===== src/rtl/anb_pkg.sv =====
package anb_pkg;

  // Look-ahead window depth in bytes.
  localparam int WIN_DEPTH = 5;
  // Bytes needed in the window before a start code can be judged.
  localparam int MIN_LOOK = 4;

  localparam int CFG_BITS = 24;
  localparam logic [CFG_BITS-1:0] MAX_PACKET_RESET = 24'd4096;

  localparam int STAMP_OUT_BITS = 32;

  typedef logic [7:0] byte_t;
  typedef byte_t [WIN_DEPTH-1:0] win_t;

  localparam byte_t SC_ZERO = 8'h00;
  localparam byte_t SC_ONE = 8'h01;
  localparam logic [2:0] SC_LONG_LEN = 3'd4;
  localparam logic [2:0] SC_SHORT_LEN = 3'd3;

  localparam byte_t NAL_TYPE_MASK = 8'h1f;
  localparam byte_t NAL_SLICE = 8'd1;
  localparam byte_t NAL_SLICE_IDR = 8'd5;

  typedef enum logic [1:0] {
    ERR_NONE     = 2'd0,
    ERR_NO_START = 2'd1,
    ERR_ADJACENT = 2'd2,
    ERR_END_CODE = 2'd3
  } err_code_t;

  typedef struct packed {
    logic                      byte_valid;
    byte_t                     out_byte;
    logic                      packet_first;
    logic                      packet_final;
    logic                      unit_first;
    logic                      unit_final;
    logic                      stamp_valid;
    logic [STAMP_OUT_BITS-1:0] stamp;
    err_code_t                 error_code;
    logic                      stream_done;
    logic                      last_result;
  } result_t;

endpackage


===== src/rtl/anb_in_if.sv =====
interface anb_in_if;
  logic       valid;
  logic       ready;
  logic       mode;
  logic [7:0] data_byte;

  modport source (output valid, output mode, output data_byte, input ready);
  modport sink (input valid, input mode, input data_byte, output ready);
endinterface


===== src/rtl/anb_out_if.sv =====
interface anb_out_if import anb_pkg::*; ();
  logic                      valid;
  logic                      ready;
  logic                      byte_valid;
  logic [7:0]                out_byte;
  logic                      packet_first;
  logic                      packet_final;
  logic                      unit_first;
  logic                      unit_final;
  logic                      stamp_valid;
  logic [STAMP_OUT_BITS-1:0] stamp;
  err_code_t                 error_code;
  logic                      stream_done;
  logic                      last_result;

  modport source (
    output valid, output byte_valid, output out_byte, output packet_first,
    output packet_final, output unit_first, output unit_final, output stamp_valid,
    output stamp, output error_code, output stream_done, output last_result,
    input ready
  );
  modport sink (
    input valid, input byte_valid, input out_byte, input packet_first,
    input packet_final, input unit_first, input unit_final, input stamp_valid,
    input stamp, input error_code, input stream_done, input last_result,
    output ready
  );
endinterface


===== src/rtl/annexb_nal_packetizer.sv =====
// Annex B NAL packetizer.
// The stream channel takes one request per byte: mode 0 carries data_byte, mode 1
// marks end of stream. The packets channel returns results in order, one per
// cycle while the receiver is ready, each a passed-through byte with packet, unit
// and frame stamp marks, or a closing result with an error code or stream_done.
// last_result marks the final result caused by one request. cfg_we/cfg_wdata set
// the packet size limit. A result is written into the two-entry output queue when
// its request is taken and is visible on packets in the next cycle. A request
// that causes zero or one result is done when taken, so ordinary payload bytes
// flow at one per cycle while the queue has space. A request that causes several
// results, as a start code burst or end of stream flush does, holds the stream
// channel until its last result is queued, at one a cycle while there is space.
// Reset empties the window and the output queue, clears the stamp counter and
// loads the packet size limit with 4096. When the receiver stalls, the queue
// fills and stream.ready drops until a result is taken. After an error or the
// end of stream the block keeps taking requests but gives no results until reset.
module annexb_nal_packetizer import anb_pkg::*; #(
  parameter int PACKET_SIZE_BITS = 24,
  parameter int STAMP_BITS = 32
) (
  input  logic                clk,
  input  logic                rst,
  input  logic                cfg_we,
  input  logic [CFG_BITS-1:0] cfg_wdata,
  anb_in_if.sink              stream,
  anb_out_if.source           packets
);

  localparam int FILL_BITS = $clog2(WIN_DEPTH + 1);

  typedef logic [FILL_BITS-1:0] fill_t;

  typedef struct packed {
    win_t                        win;
    fill_t                       fill;
    logic                        in_unit;
    logic [2:0]                  sc_len;
    logic [1:0]                  sc_cnt;
    logic                        first_packet;
    logic [PACKET_SIZE_BITS-1:0] packet_fill;
    logic [STAMP_BITS-1:0]       stamp_cnt;
    logic                        halted;
  } state_t;

  // Length of a start code at window position 0 or 1, given avail known bytes.
  function automatic logic [2:0] code_len(input win_t w, input logic pos, input fill_t avail);
    byte_t      c0, c1, c2, c3;
    logic [2:0] len;
    c0 = pos ? w[1] : w[0];
    c1 = pos ? w[2] : w[1];
    c2 = pos ? w[3] : w[2];
    c3 = pos ? w[4] : w[3];
    len = '0;
    if (int'(pos) + int'(avail) <= WIN_DEPTH) begin
      if (avail >= fill_t'(MIN_LOOK) && c0 == SC_ZERO && c1 == SC_ZERO &&
          c2 == SC_ZERO && c3 == SC_ONE) begin
        len = SC_LONG_LEN;
      end else if (avail >= fill_t'(SC_SHORT_LEN) && c0 == SC_ZERO && c1 == SC_ZERO &&
                   c2 == SC_ONE) begin
        len = SC_SHORT_LEN;
      end
    end
    return len;
  endfunction

  // True when the state would give one more result within the same request.
  function automatic logic will_emit(input state_t s, input logic eos);
    logic [2:0] len;
    fill_t      left;
    logic       r;
    len = code_len(s.win, 1'b0, s.fill);
    left = s.fill - fill_t'(len);
    if (s.halted) begin
      r = 1'b0;
    end else if (!s.in_unit) begin
      if (s.fill == '0) begin
        r = eos;
      end else if (!eos && s.fill < fill_t'(MIN_LOOK)) begin
        r = 1'b0;
      end else if (len == '0) begin
        r = 1'b1;
      end else begin
        r = eos || left >= fill_t'(MIN_LOOK);
      end
    end else if (s.sc_len != '0) begin
      r = (s.sc_cnt != '0) || eos || s.fill >= fill_t'(MIN_LOOK);
    end else if (s.fill == '0) begin
      r = eos;
    end else begin
      r = eos || s.fill == fill_t'(WIN_DEPTH);
    end
    return r;
  endfunction

  state_t                      st;
  state_t                      cur;
  state_t                      aft;
  state_t                      st_next;
  logic                        busy;
  logic                        step_eos;
  logic [CFG_BITS-1:0]         max_packet_bytes;

  logic                        eos;
  logic                        emit;
  result_t                     res;
  logic [2:0]                  len0;
  logic                        sc_begin;
  logic                        sc_more;
  logic                        pb_do;
  byte_t                       pb_byte;
  logic                        pb_last;
  logic                        pb_sv;
  logic [STAMP_BITS-1:0]       pb_stamp;
  logic                        last_b;
  byte_t                       nal_type;
  logic                        slice;
  logic [PACKET_SIZE_BITS-1:0] limit;
  logic [PACKET_SIZE_BITS-1:0] inc;
  logic                        pf;
  logic                        uf;
  logic                        fin;

  result_t                     fifo_mem [2];
  logic                        wptr;
  logic                        rptr;
  logic [1:0]                  count;
  logic                        space;
  logic                        go;
  logic                        push;
  logic                        pop;

  assign space = count != 2'd2;
  assign stream.ready = !busy && space;
  assign go = busy ? space : (stream.valid && space);
  assign push = go && emit;
  assign pop = packets.valid && packets.ready;

  always_comb begin
    eos = busy ? step_eos : stream.mode;

    // Load the new byte into the window when a request starts.
    cur = st;
    if (!busy && !stream.mode && st.fill < fill_t'(WIN_DEPTH)) begin
      cur.win[st.fill] = stream.data_byte;
      cur.fill = st.fill + fill_t'(1);
    end

    st_next = cur;
    emit = 1'b0;
    res = '0;
    sc_begin = 1'b0;
    sc_more = 1'b0;
    pb_do = 1'b0;
    pb_byte = '0;
    pb_last = 1'b0;
    pb_sv = 1'b0;
    pb_stamp = '0;
    last_b = 1'b0;
    nal_type = '0;
    slice = 1'b0;
    limit = '0;
    inc = '0;
    pf = 1'b0;
    uf = 1'b0;
    fin = 1'b0;

    // State right after a leading start code is consumed.
    len0 = code_len(cur.win, 1'b0, cur.fill);
    aft = cur;
    aft.win = cur.win >> {len0, 3'b000};
    aft.fill = cur.fill - fill_t'(len0);
    aft.in_unit = 1'b1;
    aft.sc_len = len0;
    aft.sc_cnt = '0;

    if (cur.halted) begin
      st_next = cur;
    end else if (!cur.in_unit) begin
      if (cur.fill == '0) begin
        if (eos) begin
          emit = 1'b1;
          res.stream_done = 1'b1;
          st_next.halted = 1'b1;
        end
      end else if (!eos && cur.fill < fill_t'(MIN_LOOK)) begin
        st_next = cur;
      end else if (len0 == '0) begin
        emit = 1'b1;
        res.error_code = ERR_NO_START;
        st_next.halted = 1'b1;
      end else begin
        st_next = aft;
        sc_begin = 1'b1;
      end
    end else if (cur.sc_len != '0) begin
      if (cur.sc_cnt != '0) begin
        sc_more = 1'b1;
      end else begin
        sc_begin = 1'b1;
      end
    end else begin
      if (cur.fill == '0) begin
        st_next.in_unit = 1'b0;
        if (eos) begin
          emit = 1'b1;
          res.stream_done = 1'b1;
          st_next.halted = 1'b1;
        end
      end else if (eos || cur.fill == fill_t'(WIN_DEPTH)) begin
        // A payload byte ends its unit when a start code or end of stream follows it.
        last_b = (cur.fill == fill_t'(1)) ||
                 (code_len(cur.win, 1'b1, cur.fill - fill_t'(1)) != '0);
        pb_do = 1'b1;
        pb_byte = cur.win[0];
        pb_last = last_b;
        st_next.win = cur.win >> 8;
        st_next.fill = cur.fill - fill_t'(1);
        if (last_b) begin
          st_next.in_unit = 1'b0;
        end
      end
    end

    // Start code bytes go out once payload follows, else an end or adjacent error.
    if (sc_begin) begin
      if (!eos && st_next.fill < fill_t'(MIN_LOOK)) begin
        sc_more = 1'b0;
      end else if (st_next.fill == '0) begin
        emit = 1'b1;
        res.error_code = ERR_END_CODE;
        st_next.halted = 1'b1;
      end else if (code_len(st_next.win, 1'b0, st_next.fill) != '0) begin
        emit = 1'b1;
        res.error_code = ERR_ADJACENT;
        st_next.halted = 1'b1;
      end else begin
        nal_type = st_next.win[0] & NAL_TYPE_MASK;
        slice = (nal_type == NAL_SLICE) || (nal_type == NAL_SLICE_IDR);
        pb_sv = slice;
        pb_stamp = st_next.stamp_cnt;
        if (slice) begin
          st_next.stamp_cnt = st_next.stamp_cnt + STAMP_BITS'(1);
        end
        st_next.first_packet = 1'b1;
        st_next.packet_fill = '0;
        sc_more = 1'b1;
      end
    end

    if (sc_more) begin
      pb_do = 1'b1;
      if ({1'b0, st_next.sc_cnt} + 3'd1 == st_next.sc_len) begin
        pb_byte = SC_ONE;
        st_next.sc_len = '0;
        st_next.sc_cnt = '0;
      end else begin
        pb_byte = SC_ZERO;
        st_next.sc_cnt = st_next.sc_cnt + 2'd1;
      end
    end

    if (pb_do) begin
      limit = PACKET_SIZE_BITS'(max_packet_bytes);
      if (limit == '0) begin
        limit = PACKET_SIZE_BITS'(1);
      end
      pf = st_next.packet_fill == '0;
      uf = pf && st_next.first_packet;
      inc = st_next.packet_fill + PACKET_SIZE_BITS'(1);
      fin = pb_last || inc >= limit;
      emit = 1'b1;
      res.byte_valid = 1'b1;
      res.out_byte = pb_byte;
      res.packet_first = pf;
      res.packet_final = fin;
      res.unit_first = uf;
      res.unit_final = fin && pb_last;
      res.stamp_valid = uf && pb_sv;
      res.stamp = (uf && pb_sv) ? STAMP_OUT_BITS'(pb_stamp) : '0;
      st_next.packet_fill = fin ? '0 : inc;
      if (fin) begin
        st_next.first_packet = 1'b0;
      end
    end

    res.last_result = !will_emit(st_next, eos);
  end

  always_ff @(posedge clk) begin
    if (rst) begin
      st <= '0;
      busy <= 1'b0;
      step_eos <= 1'b0;
      max_packet_bytes <= MAX_PACKET_RESET;
      count <= '0;
      wptr <= 1'b0;
      rptr <= 1'b0;
    end else begin
      if (cfg_we) begin
        max_packet_bytes <= cfg_wdata;
      end
      if (go) begin
        st <= st_next;
        busy <= emit && !res.last_result;
        step_eos <= eos;
      end
      if (push) begin
        wptr <= ~wptr;
      end
      if (pop) begin
        rptr <= ~rptr;
      end
      count <= count + 2'(push) - 2'(pop);
    end
  end

  always_ff @(posedge clk) begin
    if (push) begin
      fifo_mem[wptr] <= res;
    end
  end

  assign packets.valid = count != '0;
  assign packets.byte_valid = fifo_mem[rptr].byte_valid;
  assign packets.out_byte = fifo_mem[rptr].out_byte;
  assign packets.packet_first = fifo_mem[rptr].packet_first;
  assign packets.packet_final = fifo_mem[rptr].packet_final;
  assign packets.unit_first = fifo_mem[rptr].unit_first;
  assign packets.unit_final = fifo_mem[rptr].unit_final;
  assign packets.stamp_valid = fifo_mem[rptr].stamp_valid;
  assign packets.stamp = fifo_mem[rptr].stamp;
  assign packets.error_code = fifo_mem[rptr].error_code;
  assign packets.stream_done = fifo_mem[rptr].stream_done;
  assign packets.last_result = fifo_mem[rptr].last_result;

endmodule


===== src/flat_wrapper.sv =====
// flat-port wrapper written by rule: the top's interface ports become plain ports
module annexb_nal_packetizer_flat import anb_pkg::*;
#(
  parameter int PACKET_SIZE_BITS = 24,
  parameter int STAMP_BITS = 32
)
  (clk, rst, cfg_we, cfg_wdata, stream_valid, stream_mode, stream_data_byte, stream_ready, packets_valid, packets_byte_valid, packets_out_byte, packets_packet_first, packets_packet_final, packets_unit_first, packets_unit_final, packets_stamp_valid, packets_stamp, packets_error_code, packets_stream_done, packets_last_result, packets_ready);
  anb_in_if stream_i ();
  anb_out_if packets_i ();
  input  logic clk;
  input  logic rst;
  input  logic cfg_we;
  input  logic [CFG_BITS-1:0] cfg_wdata;
  input wire logic [$bits(stream_i.valid)-1:0] stream_valid;
  input wire logic [$bits(stream_i.mode)-1:0] stream_mode;
  input wire logic [$bits(stream_i.data_byte)-1:0] stream_data_byte;
  output wire logic [$bits(stream_i.ready)-1:0] stream_ready;
  output wire logic [$bits(packets_i.valid)-1:0] packets_valid;
  output wire logic [$bits(packets_i.byte_valid)-1:0] packets_byte_valid;
  output wire logic [$bits(packets_i.out_byte)-1:0] packets_out_byte;
  output wire logic [$bits(packets_i.packet_first)-1:0] packets_packet_first;
  output wire logic [$bits(packets_i.packet_final)-1:0] packets_packet_final;
  output wire logic [$bits(packets_i.unit_first)-1:0] packets_unit_first;
  output wire logic [$bits(packets_i.unit_final)-1:0] packets_unit_final;
  output wire logic [$bits(packets_i.stamp_valid)-1:0] packets_stamp_valid;
  output wire logic [$bits(packets_i.stamp)-1:0] packets_stamp;
  output wire logic [$bits(packets_i.error_code)-1:0] packets_error_code;
  output wire logic [$bits(packets_i.stream_done)-1:0] packets_stream_done;
  output wire logic [$bits(packets_i.last_result)-1:0] packets_last_result;
  input wire logic [$bits(packets_i.ready)-1:0] packets_ready;
  assign stream_i.valid = stream_valid;
  assign stream_i.mode = stream_mode;
  assign stream_i.data_byte = stream_data_byte;
  assign stream_ready = stream_i.ready;
  assign packets_valid = packets_i.valid;
  assign packets_byte_valid = packets_i.byte_valid;
  assign packets_out_byte = packets_i.out_byte;
  assign packets_packet_first = packets_i.packet_first;
  assign packets_packet_final = packets_i.packet_final;
  assign packets_unit_first = packets_i.unit_first;
  assign packets_unit_final = packets_i.unit_final;
  assign packets_stamp_valid = packets_i.stamp_valid;
  assign packets_stamp = packets_i.stamp;
  assign packets_error_code = packets_i.error_code;
  assign packets_stream_done = packets_i.stream_done;
  assign packets_last_result = packets_i.last_result;
  assign packets_i.ready = packets_ready;
  annexb_nal_packetizer #(.PACKET_SIZE_BITS(PACKET_SIZE_BITS), .STAMP_BITS(STAMP_BITS)) u_core (.clk(clk), .rst(rst), .cfg_we(cfg_we), .cfg_wdata(cfg_wdata), .stream(stream_i), .packets(packets_i));
endmodule

===== config.mk =====
export PLATFORM = sky130hd
export DESIGN_NAME = annexb_nal_packetizer_flat
export DESIGN_NICKNAME = d
export VERILOG_FILES = /design/src/rtl/anb_pkg.sv /design/src/rtl/anb_in_if.sv /design/src/rtl/anb_out_if.sv /design/src/rtl/annexb_nal_packetizer.sv /design/src/flat_wrapper.sv
export SDC_FILE = /design/constraint.sdc
export NUM_CORES = 1
export LEC_CHECK = 0
export BUFFER_PORTS_ARGS = -buffer_cell sky130_fd_sc_hd__buf_2
export CAP_MARGIN = 15
export CELL_PAD_IN_SITES_DETAIL_PLACEMENT = 0
export CELL_PAD_IN_SITES_GLOBAL_PLACEMENT = 1
export CORE_ASPECT_RATIO = 1.25
export CORE_MARGIN = 8
export CORE_UTILIZATION = 45
export DETAILED_ROUTE_END_ITERATION = 10
export PLACE_DENSITY = 0.76
export SYNTH_ARGS = -nofsm -noshare
export SYNTH_HDL_FRONTEND = slang
export SYNTH_SLANG_ARGS = --single-unit

===== constraint.sdc =====
create_clock -name clk -period 12.9 [get_ports clk]
set_clock_uncertainty 0.15 [all_clocks]
set_input_delay 1.935 -clock clk [delete_from_list [all_inputs] [get_ports clk]]
set_output_delay 1.935 -clock clk [all_outputs]
set_load 0.05 [all_outputs]

# --- Word-level counts from Yosys, hierarchy flattened ---
# Memories as Yosys holds them, arrays and structs flattened. A register that Yosys moved wholly into a read port is not among the register bits.
# Index checks and enable logic that the tools add are counted.
word_totals:
  in_bits: 38
  output_inout_bits: 52
  n_memories: 1
  wordCells: 256
  regBits: 137
  mem_bits_rw: 100
mem_list:
  columns: ["name", "words", "word_bits", "read_ports", "rd_clocked_by_memory_dff", "write_ports", "line_no", "source"]
  rows:
  - ["u_core.fifo_mem", 2, 50, 1, 1, 1, "annexb_nal_packetizer.sv:123", "result_t fifo_mem [2];"]
classes:
  bitwise: 2
  shift: 1
  addsub: 11
  eq_ne: 12
  order_cmp: 16
  reduce_logical: 66
  n_mux: 128
op_table:
  columns: ["operator", "n"]
  rows:
  - ["two-way mux 107 bit", 2]
  - ["two-way mux 106 bit", 2]
  - ["two-way mux 32 bit", 6]
  - ["two-way mux 44 bit", 3]
  - ["two-way mux 58 bit", 2]
  - ["two-way mux 57 bit", 2]
  - ["two-way mux 43 bit", 2]
  - ["two-way mux 24 bit", 3]
  - ["two-way mux 1 bit", 66]
  - ["two-way mux 62 bit", 1]
  - ["logical NOT 8 bit", 7]
  - ["two-way mux 8 bit", 7]
  - ["logical NOT 24 bit", 2]
  - ["two-way mux 3 bit", 16]
  - ["two-way mux 46 bit", 1]
  - ["bitwise mux 40 bit", 1]
  - ["equality test 8 x 1 -> 1 bit (second input constant)", 5]
  - [">> shifter 40 x 6 -> 40 bit", 1]
  - ["logical AND 1 bit", 34]
  - ["adder 32 x 1 -> 32 bit (second input constant)", 1]
  - ["<= comparator 32 x 4 -> 1 bit (second input constant)", 1]
  - ["two-way mux 25 bit", 1]
  - ["adder 24 x 1 -> 24 bit (second input constant)", 1]
  - ["demux 8 bit (select 3 bit)", 1]
  - ["other kinds (29)", 68]

# --- Depth between registers and ports, before layout ---
logic_depth:
  depth_word: 50
  mapped_depth: 40
  ltp_nobuf: 35

# --- Worst setup path after synthesis ---
# OpenSTA, ideal clock, no wires.
synth_path:
  path_type: "in2reg"
  start: "input stream_mode"
  end: "register u_core.st (netlist bit u_core.aft[35])"
  cell_stages: 39
  slack_ns: 2.650
  path_buffers: 5
  t_required_ns: 12.680
  setup_time_ns: 0.070
  t_arrival_ns: 10.030
  path_cell_list: "buf_2 or3_1 clkbuf_1 a21oi_1 inv_1 ha_1 o2bb2ai_1 nor4_4 ha_1 inv_1 fa_1 nor2_1 a211oi_2 or4b_1 o211ai_2 a21o_1 clkbuf_1 and2_1 [... 3 more ...] nand3_1 nor2_1 nand3_1 inv_1 and3_1 nand3_1 xor2_1 nor2_1 ha_1 a21o_1 a21oi_1 o221ai_1 a221o_1 or2_2 buf_1 a21oi_1 nand3_1 a21oi_1"
synth_between:
  elab_chain_cells: 37
  elab_cells_between_ends: 120
  cone_classes: "add/sub: 4; order compare: 12; eq/ne: 7; shift: 1; mux: 54; reduce/logical: 42"
synth_lines:
  columns: ["item", "line_no", "source"]
  rows:
  - ["start, declared", "flat_wrapper.sv:15", "input wire logic [$bits(stream_i.mode)-1:0] stream_mode;"]
  - ["logical NOT 1 bit", "annexb_nal_packetizer.sv:143", "if (!busy && !stream.mode && st.fill < fill_t'(WIN_DEPTH)) begin"]
  - ["logical AND 1 bit (2 in series)", "annexb_nal_packetizer.sv:143", null]
  - ["two-way mux 43 bit", "annexb_nal_packetizer.sv:143", null]
  - ["greater-or-equal comparator 3 x 2 -> 1 bit, or another cell as far along", "annexb_nal_packetizer.sv:58", "end else if (avail >= fill_t'(SC_SHORT_LEN) && c0 == SC_ZERO && c1 == SC_ZERO &&"]
  - ["logical AND 1 bit, on equally long branches (3 in series)", "annexb_nal_packetizer.sv:58, annexb_nal_packetizer.sv:55", null]
  - ["two-way mux 2 bit or logical AND 1 bit (tied branches)", "annexb_nal_packetizer.sv:58, annexb_nal_packetizer.sv:56", null]
  - ["two-way mux 3 bit", "annexb_nal_packetizer.sv:55", "if (avail >= fill_t'(MIN_LOOK) && c0 == SC_ZERO && c1 == SC_ZERO &&"]
  - ["two-way mux 3 bit", "annexb_nal_packetizer.sv:54", "if (int'(pos) + int'(avail) <= WIN_DEPTH) begin"]
  - ["[... 18 more ...]", null, null]
  - ["two-way mux 57 bit", "annexb_nal_packetizer.sv:228", "end else if (st_next.fill == '0) begin"]
  - ["two-way mux 58 bit", "annexb_nal_packetizer.sv:226", "if (!eos && st_next.fill < fill_t'(MIN_LOOK)) begin"]
  - ["two-way mux 58 bit", "annexb_nal_packetizer.sv:225", "if (sc_begin) begin"]
  - ["adder 24 x 1 -> 24 bit", "annexb_nal_packetizer.sv:269", "inc = st_next.packet_fill + PACKET_SIZE_BITS'(1);"]
  - ["greater-or-equal comparator 24 bit", "annexb_nal_packetizer.sv:270", "fin = pb_last || inc >= limit;"]
  - ["logical OR 1 bit", "annexb_nal_packetizer.sv:270", null]
  - ["two-way mux 24 bit", "annexb_nal_packetizer.sv:280", "st_next.packet_fill = fin ? '0 : inc;"]
  - ["two-way mux 25 bit *", "annexb_nal_packetizer.sv:262", "if (pb_do) begin"]
  - ["end signal, assigned", "annexb_nal_packetizer.sv:303", "st <= st_next;"]
  - ["end, declared", "annexb_nal_packetizer.sv:95", "state_t st;"]
# Mark *: on every way between the ends. The rest lies on a longest branch, timed or not. The select of a mux whose other input is x is not followed.
# A chain may end at the register's enable or synchronous reset.

# --- Worst setup path after layout ---
# Same ends and word-level chain as after synthesis.

==> reports/results.ini <==
[run_status]
status = finished clean

[clocking]
cts_hold_buf = 0
numClockSinks = 238
clk_pin_slew_ps = 70
numCtsBuffers = 25
clock_path_buffers = 3
cts_resized = 0
clk_latency_ps = 560
root_buffer = clkbuf_16
cts_htree_levels = 1
cts_setup_buffers = 0
cts_tree = done

[power_and_ir_drop]
p_per_area_nw_per_um2 = 154
p_comb_share_pct = 30.4
switching_share_pct = 36.4
p_switching_w = 0.000848
irDropWorstVdd_mv = 0.0954
internal-power_w = 0.00148
p_leak_nw = 5.85
p_clk_share_pct = 31.3
p_seq_share_pct = 38.2

[cells_and_area]
final_cell_mix = nor2_1, dfxtp_1, edfxtp_1, a21oi_1, nand2_1
area_growth_pct = 12.2
fill_cells = 2849
nets = 1611
multi_input_area_um2 = 7200
num_antenna_cells = 0
regArea_um2 = 5770
final_layout_size_suffix_gt1_share_pct = 15.9
final_common_cell = nor2_1

[critical_path]
r2r_cells = 34
critPathKind = primary input to flip-flop
reg2reg_to = u_core.aft[35]
cp_top_family = compound AO/OA/AOI/OAI gates
path_buf_inv = 5
cp_slowest_cell = o2bb2ai_1
crit_required_ps = 13220
cp.arrival_ps = 11180
r2r-start = u_core.st[65]
slowest_delay_ps = 730
crit_path_start_kind = primary input
worstSetupEndpointType = flip-flop
ff2ff_setup_slack_ps = 2620
crit_fanout = 14

[routing]
routed_wl_um = 40200
first_iter_violations = 881
wl_per_cell_um = 20.6
drc = 0
postRouteAntennaNets = 0
vias_per_cell = 5.91
num_vias = 11500
drt_pass1_iterations = 7

[floorplanning]
core_um2 = 29800
dieWidth_um = 171
die_h_um = 210
io_pins = 90
rows = 71
dieArea_um2 = 35800
start_util_pct = 45.2

[grt]
grt_max_degree = 88
grt_pass1_vias = 11200
grtUsageTotal_pct = 22.1
grt-ovfl-total = 0
grt_pass1_wl_um = 63300
antenna_found_initial = 0

[placed_design]
dp_hpwl_um = 28600
finalWeightedCongestion = 0.970
dpl_worst_slack_ps = 1540
port_buffers = 89

[logic_synthesis]
syn_nets = 1560
ys_types = 85
syn_area_per_cell_um2 = 9.11
yosys_warnings = 0
synthFlopType = dfxtp_1
synth_largest_area_cell = edfxtp_1
ys_seq_elements = 238
async_reset_ff_share_pct = 0
yosys-top-cells-area = edfxtp_1, dfxtp_1, mux2_2
netlist.area_leader.share_pct = 22.2
synth_area_um2 = 13500
synth-seq-area-share_pct = 42.7
syn_inst = 1481
synth_edf_count = 100

[timing]
finalCritPeriodShare_pct = 84.2
hold_violations = 0
setup_viol = 0
period_minus_slack_ps = 10860
layout_setup_ws_ps = 2040
rsz0062_at_grt = no
max_freq_mhz = 92.1
final.setup.tns_ps = 0
tightest_slew_ps = 998
report.final.slew_viol_count = 0
slew_headroom_pct = 33.4

[job]
maxCapViolCount = 0

[hold_path]
hold_path.class = flip-flop to flip-flop
holdCritStartpoint = u_core.st[83]
min_to = u_core.st[83]
holdPathStages = 2

[stage by stage]
stage	hold WS (ps)	instances	power [W]	instance area (um^2)	util, %
detailed placement	322	1906	0.00161	14300	48.0
global placement	320	1906	0.00161	14300	48.0
finish	332	1952	0.00233	15100	50.7
global route	352	1952	0.00243	15100	50.7
floorplan	283	1481	0.00142	13500	-
CTS	331	1952	0.00235	15100	50.7
[kinds of logic (layout without fill, tap and decap cells)]
kind of cell | Yosys count | after routing | synth area share, %
mux | 126 | 126 | 9.93
buf+inv | 144 | 214 | 4.13
compound gates | 335 | 335 | 16.1
simple gates | 558 | 558 | 20.8
flops | 238 | 238 | 42.7
fa+ha+maj | 41 | 41 | 3.86
xor+xnor | 39 | 39 | 2.53
[cell usage after synthesis, types with 9 or more instances]
cell type	number
mux2_2	63
xnor2_1	20
nand2_1	93
xor2_1	19
o22ai_1	9
a22oi_1	19
ha_1	40
nor2b_1	13
a21oi_1	96
dfxtp_1	138
a31oi_1	10
and3_1	19
o21ai_0	82
nor4_1	25
o211ai_1	9
mux2i_1	63
and2_1	46
nor2_1	171
nand3_1	56
or4_1	11
buf_1	10
nand2b_1	9
a211oi_1	14
nor3_1	30
or3_1	38
a21o_1	15
edfxtp_1	100
nand4_1	18
inv_1	50
clkbuf_1	75
[worst max-delay path by stage]
stage                startpoint              to  slack (ps)  depth (start not counted)
floorplan           stream_mode  u_core.aft[35]        2650                         39
global placement    stream_mode  u_core.aft[35]        1680                         34
detailed placement  stream_mode  u_core.aft[35]        1540                         36
CTS                 stream_mode  u_core.aft[35]        2110                         36
global route        stream_mode  u_core.aft[42]        1410                         36
finish              stream_mode  u_core.aft[35]        2040                         36
[final cells by class]
class                      instances  area share, %
multi-input combinational       1099           47.5
clock buffer                      32           4.50
timing repair buffer             116           4.30
sequential                       238           38.1
tap                              401           3.31
clock inverter                    14          0.983
inverter                          52           1.29
[power groups by stage]
stage	Combinational (W)	Clock [W]	Sequential, W
3_3_place_gp	0.000708	0	0.000903
3_5_place_dp	0.000706	0	0.000906
2_1_floorplan	0.000534	0	0.000883
5_1_grt	0.000754	0.000782	0.000897
4_1_cts	0.000708	0.000751	0.000890
6_report	0.000709	0.000730	0.000890
[metal layers]
layer	global-route usage, %	routed length [um]	up-vias	share of wire, %
met2	36.8	19000	392	47
li1	-	-	5537	-
met5	0	0	-	0
met4	8.83	1450	0	3.6
met3	3.23	2550	101	6.3
met1	28.5	17200	5498	43
[flip-flops by register name (all words and copies together), names as in the netlist, named ones only]
name                     count
u_core.cur                   6
u_core.aft                  58
u_core.fifo_mem            100
u_core.count                 2
u_core.st                   43
u_core.max_packet_bytes     24
u_core.busy                  1
u_core.step_eos              1
u_core.wptr                  1
u_core.rptr                  1
[tightest hold or removal path: stages, from the launching register on]
cell and delay [ps]:
dfxtp_1 330, nand2_1 60, a21oi_1 50
Note: power is estimated with default switching activity, not from simulation.
